File: config.mk
export PLATFORM = sky130hd
export DESIGN_NAME = midi_note_slot_table_unit_flat
export DESIGN_NICKNAME = d
export VERILOG_FILES = /design/src/rtl/core/mnst_pkg.sv /design/src/rtl/core/mnst_if.sv /design/src/rtl/core/mnst_front.sv /design/src/rtl/core/mnst_queue.sv /design/src/rtl/core/mnst_back.sv /design/src/rtl/core/midi_note_slot_table_unit.sv /design/src/flat_wrapper.sv
export SDC_FILE = /design/constraint.sdc
export NUM_CORES = 1
export LEC_CHECK = 0
export BUFFER_PORTS_ARGS = -buffer_cell sky130_fd_sc_hd__clkbuf_2
export CORE_MARGIN = 2
export CORE_UTILIZATION = 60
export CTS_CLUSTER_DIAMETER = 150
export DETAILED_ROUTE_END_ITERATION = 8
export PLACE_DENSITY_LB_ADDON = 0.08
export SLEW_MARGIN = 10
export SYNTH_ARGS = -nofsm -noshare
export SYNTH_HDL_FRONTEND = slang
export SYNTH_SLANG_ARGS = --single-unit
File: constraint.sdc
create_clock -name clock -period 7.3 [get_ports clock]
set_input_delay 1.46 -clock clock [delete_from_list [all_inputs] [get_ports clock]]
set_output_delay 1.46 -clock clock [all_outputs]
set_load 0.01 [all_outputs]
File: src/rtl/core/mnst_pkg.sv
// Shared types and constants of the note slot table.
`timescale 1ns / 1ps

package mnst_pkg;

   // Message kind codes on the request channel
   localparam logic [1:0] KIND_NOTE_ON  = 2'd0;
   localparam logic [1:0] KIND_NOTE_OFF = 2'd1;
   localparam logic [1:0] KIND_CTRL     = 2'd2;

   // Controller number that carries the modulation level
   localparam logic [6:0] MOD_CTRL = 7'd1;

   localparam int NOTES_DEFAULT = 16;

   // Command queue between front and back
   localparam int Q_DEPTH = 2;
   localparam int Q_PTR_W = 1;
   localparam int Q_CNT_W = 2;

   typedef enum logic [1:0] {
      OP_NONE,
      OP_TAKE,
      OP_FREE,
      OP_MOD
   } op_type;

   typedef struct packed {
      op_type     op;
      logic [6:0] pitch;
      logic [6:0] value;
   } cmd_type;

   typedef struct packed {
      logic full;
      logic empty;
   } q_status_type;

   typedef enum logic [1:0] {
      ST_IDLE,
      ST_SCAN,
      ST_EMIT
   } back_state_type;

endpackage

File: src/rtl/core/mnst_if.sv
// Request and response channel interfaces of the note slot table.
`timescale 1ns / 1ps

interface mnst_req_if;
   logic       valid;
   logic       ready;
   logic [1:0] kind;
   logic [6:0] pitch;
   logic [6:0] velocity;
   logic [6:0] controller;
   logic [6:0] ctrl_value;

   modport source(output valid, kind, pitch, velocity, controller, ctrl_value, input ready);
   modport sink(input valid, kind, pitch, velocity, controller, ctrl_value, output ready);
endinterface

interface mnst_rsp_if;
   logic       valid;
   logic       ready;
   logic [3:0] slot;
   logic       changed;
   logic [4:0] active_count;
   logic [6:0] mod_level;
   logic       analyze_req;

   modport source(output valid, slot, changed, active_count, mod_level, analyze_req,
                  input ready);
   modport sink(input valid, slot, changed, active_count, mod_level, analyze_req,
                output ready);
endinterface

File: src/rtl/core/mnst_front.sv
// Front end: accept request beats and turn them into table commands.
`timescale 1ns / 1ps

module mnst_front (
   mnst_req_if.sink          req_chan,
   input  mnst_pkg::q_status_type q_status,
   output logic              push,
   output mnst_pkg::cmd_type push_cmd
);
   import mnst_pkg::*;

   op_type op;

   always_comb begin
      case (req_chan.kind)
         KIND_NOTE_ON: begin
            op = (req_chan.velocity != 7'd0) ? OP_TAKE : OP_NONE;
         end
         KIND_NOTE_OFF: begin
            op = OP_FREE;
         end
         KIND_CTRL: begin
            op = (req_chan.controller == MOD_CTRL) ? OP_MOD : OP_NONE;
         end
         default: begin
            op = OP_NONE;
         end
      endcase
   end

   assign req_chan.ready = !q_status.full;
   assign push           = req_chan.valid && !q_status.full;
   assign push_cmd.op    = op;
   assign push_cmd.pitch = req_chan.pitch;
   assign push_cmd.value = req_chan.ctrl_value;

endmodule

File: src/rtl/core/mnst_queue.sv
// Short command queue between the front end and the slot engine.
`timescale 1ns / 1ps

module mnst_queue (
   input  logic                   clock,
   input  logic                   reset,
   input  logic                   push,
   input  mnst_pkg::cmd_type      push_cmd,
   input  logic                   pop,
   output mnst_pkg::cmd_type      head_cmd,
   output mnst_pkg::q_status_type q_status
);
   import mnst_pkg::*;

   cmd_type              entry_ff [Q_DEPTH];
   logic [Q_PTR_W-1:0]   wr_ptr_ff, wr_ptr_in;
   logic [Q_PTR_W-1:0]   rd_ptr_ff, rd_ptr_in;
   logic [Q_CNT_W-1:0]   count_ff, count_in;
   logic                 do_push, do_pop;

   assign q_status.full  = (count_ff == Q_CNT_W'(Q_DEPTH));
   assign q_status.empty = (count_ff == '0);
   assign head_cmd       = entry_ff[rd_ptr_ff];

   always_comb begin
      do_push   = push && !q_status.full;
      do_pop    = pop && !q_status.empty;
      wr_ptr_in = do_push ? wr_ptr_ff + 1'b1 : wr_ptr_ff;
      rd_ptr_in = do_pop ? rd_ptr_ff + 1'b1 : rd_ptr_ff;
      count_in  = count_ff;
      if (do_push && !do_pop) begin
         count_in = count_ff + 1'b1;
      end else if (do_pop && !do_push) begin
         count_in = count_ff - 1'b1;
      end
   end

   always_ff @(posedge clock) begin
      if (reset) begin
         wr_ptr_ff <= '0;
         rd_ptr_ff <= '0;
         count_ff  <= '0;
      end else begin
         wr_ptr_ff <= wr_ptr_in;
         rd_ptr_ff <= rd_ptr_in;
         count_ff  <= count_in;
      end
   end

   always_ff @(posedge clock) begin
      if (do_push) begin
         entry_ff[wr_ptr_ff] <= push_cmd;
      end
   end

endmodule

File: src/rtl/core/mnst_back.sv
// Slot engine: scan the slot table one slot a cycle and emit one result per command.
`timescale 1ns / 1ps

module mnst_back #(
   parameter int NOTES = mnst_pkg::NOTES_DEFAULT
) (
   input  logic                   clock,
   input  logic                   reset,
   input  mnst_pkg::cmd_type      head_cmd,
   input  mnst_pkg::q_status_type q_status,
   output logic                   pop,
   mnst_rsp_if.source             rsp_chan
);
   import mnst_pkg::*;

   localparam int IDX_W = (NOTES > 1) ? $clog2(NOTES) : 1;
   localparam int CNT_W = $clog2(NOTES + 1);
   localparam logic [IDX_W-1:0] LAST_IDX = IDX_W'(NOTES - 1);

   back_state_type   state_ff, state_in;
   cmd_type          cmd_ff, cmd_in;
   logic [IDX_W-1:0] idx_ff, idx_in;
   logic             issue_on_ff, issue_on_in;
   logic             stage_vld_ff, stage_vld_in;
   logic [IDX_W-1:0] idx_q_ff;
   logic             act_q_ff;
   logic [6:0]       pitch_q_ff;
   logic [NOTES-1:0] active_ff, active_in;
   logic [CNT_W-1:0] count_ff, count_in;
   logic [6:0]       mod_ff, mod_in;
   logic             changed_ff, changed_in;
   logic [IDX_W-1:0] res_slot_ff, res_slot_in;
   logic             rsp_valid_ff, rsp_valid_in;
   logic             rsp_load;
   logic             hit, scan_end, mem_we;

   logic [6:0]       pitch_mem [NOTES];

   // Next state
   always_comb begin
      state_in = state_ff;
      case (state_ff)
         ST_IDLE: begin
            if (!q_status.empty) begin
               if (head_cmd.op inside {OP_TAKE, OP_FREE}) begin
                  state_in = ST_SCAN;
               end else begin
                  state_in = ST_EMIT;
               end
            end
         end
         ST_SCAN: begin
            if (scan_end) begin
               state_in = ST_EMIT;
            end
         end
         ST_EMIT: begin
            if (rsp_load) begin
               state_in = ST_IDLE;
            end
         end
         default: begin
            state_in = ST_IDLE;
         end
      endcase
   end

   // Outputs and datapath control
   always_comb begin
      hit = stage_vld_ff &&
            ((cmd_ff.op == OP_TAKE) ? !act_q_ff
                                    : (act_q_ff && pitch_q_ff == cmd_ff.pitch));
      scan_end = stage_vld_ff && (hit || idx_q_ff == LAST_IDX);
      mem_we   = hit && (cmd_ff.op == OP_TAKE);
      rsp_load = !rsp_valid_ff || rsp_chan.ready;

      pop          = 1'b0;
      cmd_in       = cmd_ff;
      idx_in       = idx_ff;
      issue_on_in  = issue_on_ff;
      stage_vld_in = 1'b0;
      active_in    = active_ff;
      count_in     = count_ff;
      mod_in       = mod_ff;
      changed_in   = changed_ff;
      res_slot_in  = res_slot_ff;
      rsp_valid_in = rsp_valid_ff && !rsp_chan.ready;

      case (state_ff)
         ST_IDLE: begin
            if (!q_status.empty) begin
               pop         = 1'b1;
               cmd_in      = head_cmd;
               idx_in      = '0;
               issue_on_in = 1'b1;
               changed_in  = 1'b0;
               res_slot_in = '0;
               if (head_cmd.op == OP_MOD) begin
                  mod_in = head_cmd.value;
               end
            end
         end
         ST_SCAN: begin
            if (issue_on_ff && !scan_end) begin
               stage_vld_in = 1'b1;
               idx_in       = idx_ff + 1'b1;
               if (idx_ff == LAST_IDX) begin
                  issue_on_in = 1'b0;
               end
            end
            if (hit) begin
               issue_on_in = 1'b0;
               changed_in  = 1'b1;
               res_slot_in = idx_q_ff;
               if (cmd_ff.op == OP_TAKE) begin
                  active_in[idx_q_ff] = 1'b1;
                  count_in            = count_ff + 1'b1;
               end else begin
                  active_in[idx_q_ff] = 1'b0;
                  if (count_ff != '0) begin
                     count_in = count_ff - 1'b1;
                  end
               end
            end
         end
         ST_EMIT: begin
            if (rsp_load) begin
               rsp_valid_in = 1'b1;
            end
         end
         default: begin
         end
      endcase
   end

   always_ff @(posedge clock) begin
      if (reset) begin
         state_ff     <= ST_IDLE;
         issue_on_ff  <= 1'b0;
         stage_vld_ff <= 1'b0;
         active_ff    <= '0;
         count_ff     <= '0;
         mod_ff       <= '0;
         rsp_valid_ff <= 1'b0;
      end else begin
         state_ff     <= state_in;
         issue_on_ff  <= issue_on_in;
         stage_vld_ff <= stage_vld_in;
         active_ff    <= active_in;
         count_ff     <= count_in;
         mod_ff       <= mod_in;
         rsp_valid_ff <= rsp_valid_in;
      end
   end

   always_ff @(posedge clock) begin
      cmd_ff      <= cmd_in;
      idx_ff      <= idx_in;
      idx_q_ff    <= idx_ff;
      act_q_ff    <= active_ff[idx_ff];
      changed_ff  <= changed_in;
      res_slot_ff <= res_slot_in;
      if (state_ff == ST_EMIT && rsp_load) begin
         rsp_chan.slot         <= 4'(res_slot_ff);
         rsp_chan.changed      <= changed_ff;
         rsp_chan.active_count <= (32'(count_ff) > 32'd31) ? 5'd31 : 5'(count_ff);
         rsp_chan.mod_level    <= mod_ff;
         rsp_chan.analyze_req  <= (count_ff != '0);
      end
   end

   // Pitch store: one write, one registered read per cycle
   always_ff @(posedge clock) begin
      if (mem_we) begin
         pitch_mem[idx_q_ff] <= cmd_ff.pitch;
      end
      pitch_q_ff <= pitch_mem[idx_ff];
   end

   assign rsp_chan.valid = rsp_valid_ff;

endmodule

File: src/rtl/core/midi_note_slot_table_unit.sv
// Top level of the MIDI note slot table: front end, command queue and slot engine.
`timescale 1ns / 1ps

// Keeps NOTES note slots (active mark and pitch), the number of active notes and
// the last modulation level (controller 1). Every request beat gives exactly one
// response beat, in order. A note-on with nonzero velocity takes the lowest free
// slot and is dropped when all are busy; a note-off frees the lowest active slot
// holding its pitch; a control change on controller 1 stores its value; anything
// else changes nothing. The response carries the slot taken or freed (low four
// bits, zero when none), a changed flag, the active count (saturating at 31),
// the modulation level and an analyse request that is set while any note is
// active. In the slot engine a note-on or note-off message is fetched from the
// queue, walks the slots one a cycle through the pitch store's read port and
// then loads its result; the walk finishes early on a match. Other messages go
// straight to loading the result. A two-entry command queue lets the request
// side run ahead of the engine, and a response register lets the engine start
// the next command while the last result waits. No clearing pass is needed
// after reset: pitches are only compared in slots whose active mark is set,
// and those were written when taken.
module midi_note_slot_table_unit #(
   parameter int NOTES = mnst_pkg::NOTES_DEFAULT
) (
   input  logic        clock,
   input  logic        reset,
   mnst_req_if.sink    req_chan,
   mnst_rsp_if.source  rsp_chan
);
   import mnst_pkg::*;

   logic         push;
   cmd_type      push_cmd;
   logic         pop;
   cmd_type      head_cmd;
   q_status_type q_status;

   // Classify each request beat and hand it to the queue
   mnst_front u_front (
      .req_chan (req_chan),
      .q_status (q_status),
      .push     (push),
      .push_cmd (push_cmd)
   );

   // Hold commands until the slot engine is free
   mnst_queue u_queue (
      .clock    (clock),
      .reset    (reset),
      .push     (push),
      .push_cmd (push_cmd),
      .pop      (pop),
      .head_cmd (head_cmd),
      .q_status (q_status)
   );

   // Walk the slot table and drive the response beat
   mnst_back #(
      .NOTES (NOTES)
   ) u_back (
      .clock    (clock),
      .reset    (reset),
      .head_cmd (head_cmd),
      .q_status (q_status),
      .pop      (pop),
      .rsp_chan (rsp_chan)
   );

endmodule
File: src/flat_wrapper.sv
// flat-port wrapper written by rule: the top's interface ports become plain ports
module midi_note_slot_table_unit_flat import mnst_pkg::*;
#(
   parameter int NOTES = mnst_pkg::NOTES_DEFAULT
)
  (clock, reset, req_chan_valid, req_chan_kind, req_chan_pitch, req_chan_velocity, req_chan_controller, req_chan_ctrl_value, req_chan_ready, rsp_chan_valid, rsp_chan_slot, rsp_chan_changed, rsp_chan_active_count, rsp_chan_mod_level, rsp_chan_analyze_req, rsp_chan_ready);
  mnst_req_if req_chan_i ();
  mnst_rsp_if rsp_chan_i ();
  input  logic clock;
  input  logic reset;
  input wire logic [$bits(req_chan_i.valid)-1:0] req_chan_valid;
  input wire logic [$bits(req_chan_i.kind)-1:0] req_chan_kind;
  input wire logic [$bits(req_chan_i.pitch)-1:0] req_chan_pitch;
  input wire logic [$bits(req_chan_i.velocity)-1:0] req_chan_velocity;
  input wire logic [$bits(req_chan_i.controller)-1:0] req_chan_controller;
  input wire logic [$bits(req_chan_i.ctrl_value)-1:0] req_chan_ctrl_value;
  output wire logic [$bits(req_chan_i.ready)-1:0] req_chan_ready;
  output wire logic [$bits(rsp_chan_i.valid)-1:0] rsp_chan_valid;
  output wire logic [$bits(rsp_chan_i.slot)-1:0] rsp_chan_slot;
  output wire logic [$bits(rsp_chan_i.changed)-1:0] rsp_chan_changed;
  output wire logic [$bits(rsp_chan_i.active_count)-1:0] rsp_chan_active_count;
  output wire logic [$bits(rsp_chan_i.mod_level)-1:0] rsp_chan_mod_level;
  output wire logic [$bits(rsp_chan_i.analyze_req)-1:0] rsp_chan_analyze_req;
  input wire logic [$bits(rsp_chan_i.ready)-1:0] rsp_chan_ready;
  assign req_chan_i.valid = req_chan_valid;
  assign req_chan_i.kind = req_chan_kind;
  assign req_chan_i.pitch = req_chan_pitch;
  assign req_chan_i.velocity = req_chan_velocity;
  assign req_chan_i.controller = req_chan_controller;
  assign req_chan_i.ctrl_value = req_chan_ctrl_value;
  assign req_chan_ready = req_chan_i.ready;
  assign rsp_chan_valid = rsp_chan_i.valid;
  assign rsp_chan_slot = rsp_chan_i.slot;
  assign rsp_chan_changed = rsp_chan_i.changed;
  assign rsp_chan_active_count = rsp_chan_i.active_count;
  assign rsp_chan_mod_level = rsp_chan_i.mod_level;
  assign rsp_chan_analyze_req = rsp_chan_i.analyze_req;
  assign rsp_chan_i.ready = rsp_chan_ready;
  midi_note_slot_table_unit #(.NOTES(NOTES)) u_core (.clock(clock), .reset(reset), .req_chan(req_chan_i), .rsp_chan(rsp_chan_i));
endmodule
### After elaboration in Yosys (flattened, before gate mapping)

Memory sizes are Yosys's and may differ from the RTL's. A register that Yosys moved wholly into a read port is not among the register bits.
Index checks and enable logic that the tools add are counted.

* eq/ne operators: 20
* muxes and demuxes: 42
* add/sub/neg operators: 7
* bitwise operators: 5
* $lt $le $gt $ge: 3
* reduce and logical (&&, ||, !) cells: 41

Operator list (count)
* $mux W1: 21
* $and A16 B16 Y16: 1
* $mux W16: 1
* $not A16 Y16: 1
* $or A16 B16 Y16: 1
* $pmux W4 S2: 2
* $reduce_and A3 Y1: 5
* $mux W2: 7
* $logic_and A1 B1 Y1: 13
* $mux W4: 3
* $pmux W2 S3: 2
* $eq A2 B2 Y1 const B: 5
* $lt A4 B5 Y1 const B: 2
* $mux W5: 2
* $ne A2 B2 Y1 const B: 5
* $eq A2 B1 Y1 const B: 4
* $eq A4 B4 Y1 const B: 2
* $logic_not A1 Y1: 8
* $reduce_bool A2 Y1: 4
* $eq A7 B1 Y1 const B: 1
* $eq A7 B7 Y1: 1
* $reduce_bool A7 Y1: 1
* $logic_not A2 Y1: 3
* $ne A3 B3 Y1 const B: 2
* other kinds (16): 21

* flip-flop bits (word level): 78
* memories kept: 2
* bits in writable memories: 144

Memory list
* u_core.u_back.pitch_mem: words 16, bits a word 7, read ports 1, clocked after Yosys merged registers in 1, wr ports 1, line mnst_back.sv:37 `logic [6:0] pitch_mem [NOTES];`
* u_core.u_queue.entry_ff: words 2, bits a word 16, read ports 1, clocked after Yosys merged registers in 1, wr ports 1, line mnst_queue.sv:15 `cmd_type entry_ff [Q_DEPTH];`

### Logic depth before layout (Yosys ltp)

Gate-level depths: netlist (run 1).

* depth after elaboration: 11
* depth in mapped cells: 8
* depth with buffers taken out: 8

### Cells and area by module

A second synthesis (run 1) with hierarchy kept.

* cells, all modules: 546
* area, all modules: 9200.1 um^2

By module, submodules not included
* mnst_back: sequential area each 5345.1 um^2, area each 7654.8 um^2, cells each 446, instances 1
* mnst_queue: sequential area each 1061.0 um^2, area each 1371.3 um^2, cells each 75, instances 1
* mnst_front: sequential area each 0.0 um^2, area each 173.9 um^2, cells each 25, instances 1

### Worst setup path before layout (run 1)

No wires, ideal clock.

* path type: input to register
* from: input rsp_chan_ready
* to: register u_core.u_back.rsp_chan.active_count[0], enable pin
* stages on the path: 2
* data arrival time: 2.436 ns
* required time: 6.905 ns
* slack: 4.469 ns
* buffers on the path: 0
* setup time: 0.395 ns
* cell sequence: nand2b_1 > nor2b_1

* cells in the longest elaborated chain, start to end: 2

Ends and longest elaborated chain
* from (decl): line flat_wrapper.sv:24 `input wire logic [$bits(rsp_chan_i.ready)-1:0] rsp_chan_ready;`
* $logic_or A1 B1 Y1: line mnst_back.sv:75 `rsp_load = !rsp_valid_ff || rsp_chan.ready;`
* $logic_and A1 B1 Y1: line mnst_back.sv:163 `if (state_ff == ST_EMIT && rsp_load) begin`
* to (signal assigned): line mnst_back.sv:166 `rsp_chan.active_count <= (32'(count_ff) > 32'd31) ? 5'd31 : 5'(count_ff);`
* to (decl): line mnst_if.sv:26 `modport source(output valid, slot, changed, active_count, mod_level, analyze_req,`

Every way passes these cells.
A chain may end at the register's enable or synchronous reset.

==> results.toml, run 1 <==
[worst_setup_path]
path_class = "input pin to flip-flop"
regToRegSetupSlack_ps = 4620
required_ps = 7650
ff2ff_path_depth = 8
cp_cell_sequence = "clkbuf_2 -> clkinv_1 -> nand2_1 -> mux2i_1"
cpMaxStageDelayCell = "nand2_1"
reg2reg_from = "u_core.u_back.cmd_ff[15]$_DFFE_PP_"
max_stage_delay_ps = 600
critical_path.startpoint_type = "input pin"
cpLargestDelayFamily = "buffers and inverters"
end_kind = "flip-flop"
worst-path-buf-inv = 2
cp.arrival_ps = 3140
path_max_fanout = 23
r2r-end = "u_core.u_back.count_ff[4]$_SDFFE_PP0P_"

[power]
irDropWorstVdd_mv = 0.238
powerDensity_nw_per_um2 = 383
sw_frac_of_total_pct = 27.5
p_sw_mw = 1.07
clock_power_share_pct = 31.3
seq_power_share_pct = 47.6
power.internal_mw = 2.83
comb_power_share_pct = 21.0
p_leak_nw = 3.54

[clocking]
clock-sinks = 230
cts_tree = "yes"
numCtsBuffers = 24
cts.clk_slew.worst_paths_ps = 60
insertion_delay_ps = 500
cts-resized-gates = 0
cts_max_level = 1
cts_hold_buf = 0
clock_path_buffers = 3
post_cts_buffers = 0
root_buffer = "clkbuf_16"

[yosys]
avgSynthCellArea_um2 = 16.8
synth_top_area_share_pct = 60.8
netlist_instances = 528
ys_types = 46
netlist_area_um2 = 8890
synth_area_leaders = "edfxtp_1 (61%), dfxtp_1 (11%), mux4_2 (10%), mux2i_1 (2.5%), nor2_1 (1.9%)"
ys_async_sr_fraction_pct = 0
ys_seq_area_share_pct = 72.0
ys.flop_type = "edfxtp_1"
yosysWarnings = 0
yosys.area.top_type = "edfxtp_1"
ys_ff_latch = 230
synth-edff-count = 180
synth_nets = 569

[global_routing]
grt_max_degree = 25
grt_pass1_wl_um = 25500
grt_pass1_vias = 4711
grt_antenna_before_repair = 0
overflow = 0
grt_usage_pct = 20.4

[cells_and_area]
num_antenna_cells = 0
final_common_cell = "edfxtp_1"
final_cell_mix = "edfxtp_1 (180), clkbuf_2 (53), dfxtp_1 (50), nor2_1 (44), mux4_2 (40)"
final_cells = 801
nNetsFinal = 640
area_delta_synth_final_pct = 14.7
n_fill_cell = 948
finalCoreUtilization_pct = 70.2
drive_gt1_share_pct = 24.6

[routing]
drt_iter0_markers = 408
drc_errors = 0
postRouteAntennaNets = 0
dr.pass1.iters = 5
drt-total-wl_um = 15700
num_vias = 4696
wire_per_inst_um = 19.6
via_per_inst = 5.86

[worst_hold_path]
hold_path.class = "flip-flop to flip-flop"
whs_path_depth = 0
hold_end = "u_core.u_back.rsp_chan.changed$_DFFE_PP_"
min_from = "u_core.u_back.changed_ff$_DFFE_PP_"

[placement]
place_ws_ps = 4000
gp_congestion = 0.833
dp_hpwl_um = 10300
port_buffers = 53
dp_cells = 757

[timing]
max_freq_mhz = 358
tightest_slew_ps = 843
min_period_ps = 2790
fin_skew_ps = 6.11
period_share_pct = 38.3
relSlewSlack_pct = 43.8
worst_slack_ps = 4510
setup_viol = 0
drv_slew = 0
hold_violations = 0
holdWs_ps = 421
tns_ps = 0
rsz0062_at_grt = "false"

[floorplan]
io_pins = 54
core-area_um2 = 14500
die_x_um = 126
start_util_pct = 61.2
rows = 44
dieHeight_um = 126
die_area_um2 = 15800

[flow_run]
drv_cap = 0

[run_status]
status = "finished, final reports clean"
kinds of logic after synthesis:
group / synth area share, %
fa+ha+maj: 1.07
buf+inv: 1.28
mux: 13.9
flops: 72.0
compound gates: 2.73
xor+xnor: 1.48
simple gates: 7.55
final cells by class:
class                           instances  area, um2  area share, %
Clock buffer                           34        679           6.66
Multi-Input combinational cell        270       2370           23.3
Sequential cell                       230       6410           62.8
Tap cell                              184        230           2.26
Timing Repair Buffer                   65        355           3.48
Inverter                                8       30.0          0.294
Clock inverter                         10        124           1.21
synth_stat cells, types with 7 or more instances:
cell type / n
nor3_1: 7
edfxtp_1: 180
a21oi_1: 11
nor2b_1: 7
nand3_1: 7
clkbuf_1: 9
mux2_2: 10
dfxtp_1: 50
nand2b_1: 7
mux2i_1: 22
mux4_2: 40
nand2_1: 28
o21ai_0: 9
nor2_1: 44
a211oi_1: 7
nand4_1: 15
buf_2: 7
xnor2_1: 10
worst register-to-register path, stage by stage, from the launching register on:
cell and delay, ps:
edfxtp_1 350, nor2b_1 410, inv_1 260, fa_1 500, a21o_1 200, a21oi_1 180
nand4_1 120, o22ai_1 190, mux2_2 350
power by group through the flow:
| stage | clock (mW) | sequential [mW] | combinational [mW] |
|---|---|---|---|
| CTS | 1.24 | 1.86 | 0.827 |
| finish | 1.22 | 1.86 | 0.820 |
| detailed placement | 0 | 1.89 | 0.820 |
| global placement | 0 | 1.88 | 0.795 |
| global route | 1.30 | 1.89 | 0.897 |
| floorplan | 0 | 1.84 | 0.599 |
worst max path at each step:
stage,from,endpoint,slack (ps),cells past startpoint
floorplan,rsp_chan_ready,u_core.u_back.rsp_chan.active_count[0]$_DFFE_PP_,4470,2
global placement,reset,flip-flop,4180,4
detailed placement,reset,flip-flop,4000,4
CTS,u_core.u_queue.count_ff[0]$_SDFFE_PP0P_,req_chan_ready,4540,2
global route,reset,flip-flop,4380,4
finish,reset,flip-flop,4510,4
layer usage:
metal | vias to the layer above | global-route usage, % | routed length (um)
met5 | - | 0 | 0
met4 | 0 | 5.30 | 280
met3 | 30 | 3.70 | 896
met2 | 135 | 31.8 | 7460
met1 | 2324 | 30.7 | 7050
li1 | 2207 | - | -
registers in the layout, indices dropped and copies added (netlist names), 5 cells and up, named ones only:
register                             flops
u_core.u_back.rsp_chan.mod_level         7
u_core.u_back.count_ff                   5
u_core.u_back.pitch_mem                112
u_core.u_back.cmd_ff                     9
u_core.u_back.pitch_q_ff                 7
u_core.u_queue.entry_ff                 32
u_core.u_back.mod_ff                     7
u_core.u_back.rsp_chan.active_count      5
per-stage QoR:
stage	area [um2]	power [mW]
floorplan	8890	2.44
global placement	9400	2.67
finish	10200	3.90
CTS	10200	3.93
detailed placement	9400	2.71
global route	10200	4.09
No activity file was read; power rests on OpenSTA's default activity.
==> inputs of run 2 (changes only) <==
==> constraint.sdc (replaced) <==
create_clock -name clock -period 2.8 [get_ports clock]
set_input_delay 0.56 -clock clock [delete_from_list [all_inputs] [get_ports clock]]
set_output_delay 0.56 -clock clock [all_outputs]
set_load 0.01 [all_outputs]
==> results.toml, run 2 (synthesis gave the netlist of run 1 again) <==
[power]
powerDensity_nw_per_um2 = 967
irDropWorstVdd_mv = 0.628
p_leak_nw = 3.62

[worst_setup_path]
cp.arrival_ps = 2940
path_max_fanout = 7
worst-path-buf-inv = 1
cp_cell_sequence = "nor2b_1 -> inv_1 -> fa_1 -> a21o_1 -> a21oi_1 -> nand4_1 -> o22ai_1 -> mux2_2"
critical_path.startpoint_type = "flip-flop"
end_kind = "flip-flop"
max_stage_delay_ps = 500
cpMaxStageDelayCell = "fa_1"
path_class = "flip-flop to flip-flop"
cpLargestDelayFamily = "compound AO/OA/AOI/OAI gates"
ff2ff_path_depth = 8
required_ps = 3190
crit_cells = 8

[timing]
tightest_slew_ps = 850
period_share_pct = 90.9
setup_viol = 0
hold_violations = 0
fin_skew_ps = 10.4
min_period_ps = 2540
drv_slew = 0
holdWs_ps = 242
max_freq_mhz = 393
relSlewSlack_pct = 43.4
tns_ps = 0
rsz0062_at_grt = "false"

[global_routing]
grt_pass1_vias = 4901
use_met2_pct = 37.0
grtUsageMet3_pct = 4.29
grt_usage_pct = 22.3
grt_pass1_wl_um = 27100
overflow = 0
grt_most_used_layer = "met2"
grt_max_degree = 26
globalRouteMet1Util_pct = 30.6
grt_antenna_before_repair = 0

[worst_hold_path]
hold_path.class = "input pin to flip-flop"
whs_path_depth = 1

[cells_and_area]
area_delta_synth_final_pct = 15.5
nNetsFinal = 659
ff_latch_area_um2 = 6410
multi_input_area_um2 = 2370
top_regs = "u_core.u_back.pitch_mem x112, u_core.u_queue.entry_ff x32, u_core.u_back.cmd_ff x9"
drive_gt1_share_pct = 26.6
num_antenna_cells = 0
final_cell_mix = "edfxtp_1 (180), clkbuf_2 (53), dfxtp_1 (50), nor2_1 (44), mux4_2 (40)"
top_register = "u_core.u_back.pitch_mem"
n_fill_cell = 951
final_common_cell = "edfxtp_1"
largest_reg_flops = 112
final_cells = 819

[floorplan]
core-area_um2 = 14500
rows = 44
die_area_um2 = 15800
die_x_um = 126
dieHeight_um = 126
io_pins = 54
start_util_pct = 61.2

[clocking]
numCtsBuffers = 23
clock_path_buffers = 3
post_cts_buffers = 0
cts_hold_buf = 0
cts-resized-gates = 0
clock-sinks = 230
cts_max_level = 1
root_buffer = "clkbuf_16"
cts.clk_slew.worst_paths_ps = 60
cts_tree = "yes"
insertion_delay_ps = 510

[routing]
drt_iter0_markers = 347
wire_per_inst_um = 20.7
via_per_inst = 5.87
drc_errors = 0
dr.pass1.iters = 5
postRouteAntennaNets = 0
num_vias = 4811
drt-total-wl_um = 17000

[flow_run]
drv_cap = 0

[placement]
port_buffers = 53
gp_congestion = 0.816
dp_hpwl_um = 11000
dp_cells = 777

[run_status]
status = "finished, final reports clean"
==> run 2: cell types whose count changed in the layout (fill, tap and decap cells not counted), sizes merged <==
cell      before  now
bufinv         3    1
inv            7    8
clkinvlp       1    0
buf           12   32
==> run 2: area by class of cell <==
type	count	share of cell area (%)
Inverter	8	0.292
Tap cell	184	2.24
Clock buffer	34	6.30
Sequential cell	230	62.4
Clock inverter	8	0.633
Multi-Input combinational cell	270	23.1
Timing Repair Buffer	85	5.04
==> run 2: per-stage QoR <==
| step | total power, mW | setup WS [ps] | instance area, um2 | util, % |
|---|---|---|---|---|
| 3_5_place_dp | 7.14 | 304 | 9560 | 65.8 |
| 4_1_cts | 10.0 | 286 | 10300 | 70.7 |
| 3_3_place_gp | 7.03 | 402 | 9560 | 65.8 |
| 5_1_grt | 10.4 | 131 | 10300 | 70.7 |
| 6_report | 9.93 | 255 | 10300 | 70.7 |
| 2_1_floorplan | 6.36 | 517 | 8890 | - |
==> run 2: path summary, 6_finish.rpt <==
check	endpoint	slack (ps)	start
worst max-delay path	u_core.u_back.count_ff[4]$_SDFFE_PP0P_	260	u_core.u_back.cmd_ff[15]$_DFFE_PP_
worst min-delay path	u_core.u_queue.entry_ff[0][8]$_DFFE_PP_	240	req_chan_pitch[1]
worst max register to register	u_core.u_back.count_ff[4]$_SDFFE_PP0P_	260	u_core.u_back.cmd_ff[15]$_DFFE_PP_
worst min register to register	u_core.u_back.rsp_chan.slot[0]$_DFFE_PP_	420	u_core.u_back.res_slot_ff[0]$_SDFFCE_PN0P_
==> run 2: metal layers <==
metal,share of wire [%],vias up
met2,50,154
met5,0,-
met3,6.0,35
met4,2.8,0
li1,-,2227
met1,41,2395
==> run 2: power breakdown <==
| part | switching, mW | internal (mW) | total, mW |
|---|---|---|---|
| Sequential | 0.417 | 4.43 | 4.84 |
| Combinational | 1.17 | 1.04 | 2.21 |
| Clock | 1.19 | 1.69 | 2.88 |
| Total | 2.78 | 7.15 | 9.93 |
==> inputs of run 3 (changes only) <==
--- a/config.mk
+++ b/config.mk
@@ -5,6 +5,7 @@
 export SDC_FILE = /design/constraint.sdc
 export NUM_CORES = 1
 export LEC_CHECK = 0
+export ABC_AREA = 1
 export BUFFER_PORTS_ARGS = -buffer_cell sky130_fd_sc_hd__clkbuf_2
 export CORE_MARGIN = 2
 export CORE_UTILIZATION = 60
==> results.toml, run 3 <==
[yosys]
yosysWarnings = 0
synth-edff-count = 180
ys_seq_area_share_pct = 68.9
ys_ff_latch = 230
ys.flop_type = "edfxtp_1"
synth_common_cells = "edfxtp_1 (180), nand2_1 (87), inv_1 (79)"
synth_area_leaders = "edfxtp_1 (58%), dfxtp_1 (11%), nand2_1 (3.5%), inv_1 (3.2%), a21oi_1 (3.1%)"
yosys.area.top_type = "edfxtp_1"
yosysMostFrequentCell = "edfxtp_1"
avgSynthCellArea_um2 = 12.0
netlist_instances = 776
synth_nets = 817
ys_async_sr_fraction_pct = 0
ys_types = 36
netlist_area_um2 = 9300
synth_top_area_share_pct = 58.1

[routing]
postRouteAntennaNets = 0
num_vias = 5953
drt_iter0_markers = 494
via_per_inst = 5.69
wire_per_inst_um = 17.8
drc_errors = 0
dr.pass1.iters = 5
drt-total-wl_um = 18600

[cells_and_area]
num_antenna_cells = 0
area_delta_synth_final_pct = 13.0
top_register = "u_core.u_back.pitch_mem"
final_cell_mix = "edfxtp_1 (180), nand2_1 (87), inv_1 (79), nor2_1 (71), a21oi_1 (58)"
final_common_cell = "edfxtp_1"
nNetsFinal = 884
largest_reg_flops = 112
n_fill_cell = 1051
top_regs = "u_core.u_back.pitch_mem x112, u_core.u_queue.entry_ff x32, u_core.u_back.cmd_ff x9"
drive_gt1_share_pct = 15.8

[global_routing]
grt_usage_pct = 23.2
grt_max_degree = 64
grt_pass1_wl_um = 29600
grt_antenna_before_repair = 0
overflow = 0
grt_pass1_vias = 5793

[placement]
port_buffers = 53
dp_hpwl_um = 12700
gp_congestion = 0.916

[worst_setup_path]
path_max_fanout = 18
path_class = "flip-flop to flip-flop"
required_ps = 2980
regToRegSetupSlack_ps = 520
cp.arrival_ps = 2460
critical_path.startpoint_type = "flip-flop"
end_kind = "flip-flop"

[clocking]
root_buffer = "clkbuf_16"
cts-resized-gates = 0
insertion_delay_ps = 500
clock-sinks = 230
cts_tree = "yes"
cts_hold_buf = 0
numCtsBuffers = 23
cts_max_level = 1
cts.clk_slew.worst_paths_ps = 60
clock_path_buffers = 3
post_cts_buffers = 0

[timing]
drv_slew = 0
hold_violations = 0
fin_skew_ps = 15.5
min_period_ps = 2280
tns_ps = 0
rsz0062_at_grt = "false"
relSlewSlack_pct = 48.3
tightest_slew_ps = 770
holdWs_ps = 251
period_share_pct = 81.6
max_freq_mhz = 438
setup_viol = 0

[floorplan]
rows = 45
start_util_pct = 61.4
core-area_um2 = 15100
die_area_um2 = 16500
die_x_um = 128
io_pins = 54
dieHeight_um = 128

[power]
irDropWorstVdd_mv = 0.739
powerDensity_nw_per_um2 = 1000
p_leak_nw = 4.02

[flow_run]
drv_cap = 0

[run_status]
status = "finished, final reports clean"

[worst_hold_path]
hold_path.class = "input pin to flip-flop"
-- run 3: stage by stage --
stage	total power [mW]	utilization (%)	worst slack, ps	std cells	instance area [um2]
after floorplan	6.74	-	778	776	9300
final	10.5	69.4	516	1047	10500
after CTS	10.6	69.4	533	1047	10500
after global placement	7.71	64.9	623	1006	9830
after detailed placement	7.79	64.9	536	1006	9830
after global routing	11.1	69.4	354	1047	10500
-- run 3: final cells by class --
type / instances / area, um2 / area share (%)
clock buffers: 30 / 602 / 5.73
clock inverters: 11 / 78.8 / 0.750
inverters: 86 / 323 / 3.07
multi-input cells: 426 / 2410 / 22.9
flip-flops and latches: 230 / 6410 / 61.0
well taps: 188 / 235 / 2.24
repair buffers: 76 / 450 / 4.29
-- run 3: logic make-up (layout without fill, tap and decap cells) --
kind of cell	Yosys count	after routing	share of synthesized area (%)
AOI/OAI and AO/OA	152	152	9.16
xor gates and xnor gates	6	6	0.565
adders and majority gates	7	7	1.02
buffers and inverters	120	203	5.18
DFF	230	230	68.9
muxes	44	44	4.95
and+or+nand+nor	217	217	10.2
-- run 3: routing by layer --
layer | track usage [%] | up-vias | part of all wire, %
li1 | - | 2873 | -
met1 | 31.5 | 2829 | 43
met2 | 38.6 | 216 | 48
met3 | 3.99 | 35 | 6.6
met4 | 7.67 | 0 | 2.7
met5 | 0 | - | 0
-- run 3: path summary, 6_finish.rpt --
path                                        startpoint  cells past startpoint                                            end
setup / recovery     u_core.u_back.cmd_ff[8]$_DFFE_PP_                     10     u_core.u_back.res_slot_ff[3]$_SDFFCE_PN0P_
hold / removal                       req_chan_pitch[1]                      1        u_core.u_queue.entry_ff[0][8]$_DFFE_PP_
setup reg to reg     u_core.u_back.cmd_ff[8]$_DFFE_PP_                     10     u_core.u_back.res_slot_ff[3]$_SDFFCE_PN0P_
hold reg to reg   u_core.u_back.mod_ff[3]$_SDFFE_PP0P_                      0  u_core.u_back.rsp_chan.mod_level[3]$_DFFE_PP_
-- run 3: worst max-delay path: stages, from the launching register on --
cell and delay, ps:
edfxtp_1 760, inv_1 120, nand2_1 90, nand3_1 70, nor2_1 100, nand2_1 90, nand2_2 100, nand2_4 70
nor2_8 170, inv_2 170, nand2_1 210
-- run 3: power by group --
| group | switching, mW | internal, mW | total [mW] |
|---|---|---|---|
| logic | 1.99 | 0.948 | 2.94 |
| clock network | 1.18 | 1.60 | 2.78 |
| registers | 0.350 | 4.46 | 4.81 |
| total | 3.52 | 7.01 | 10.5 |
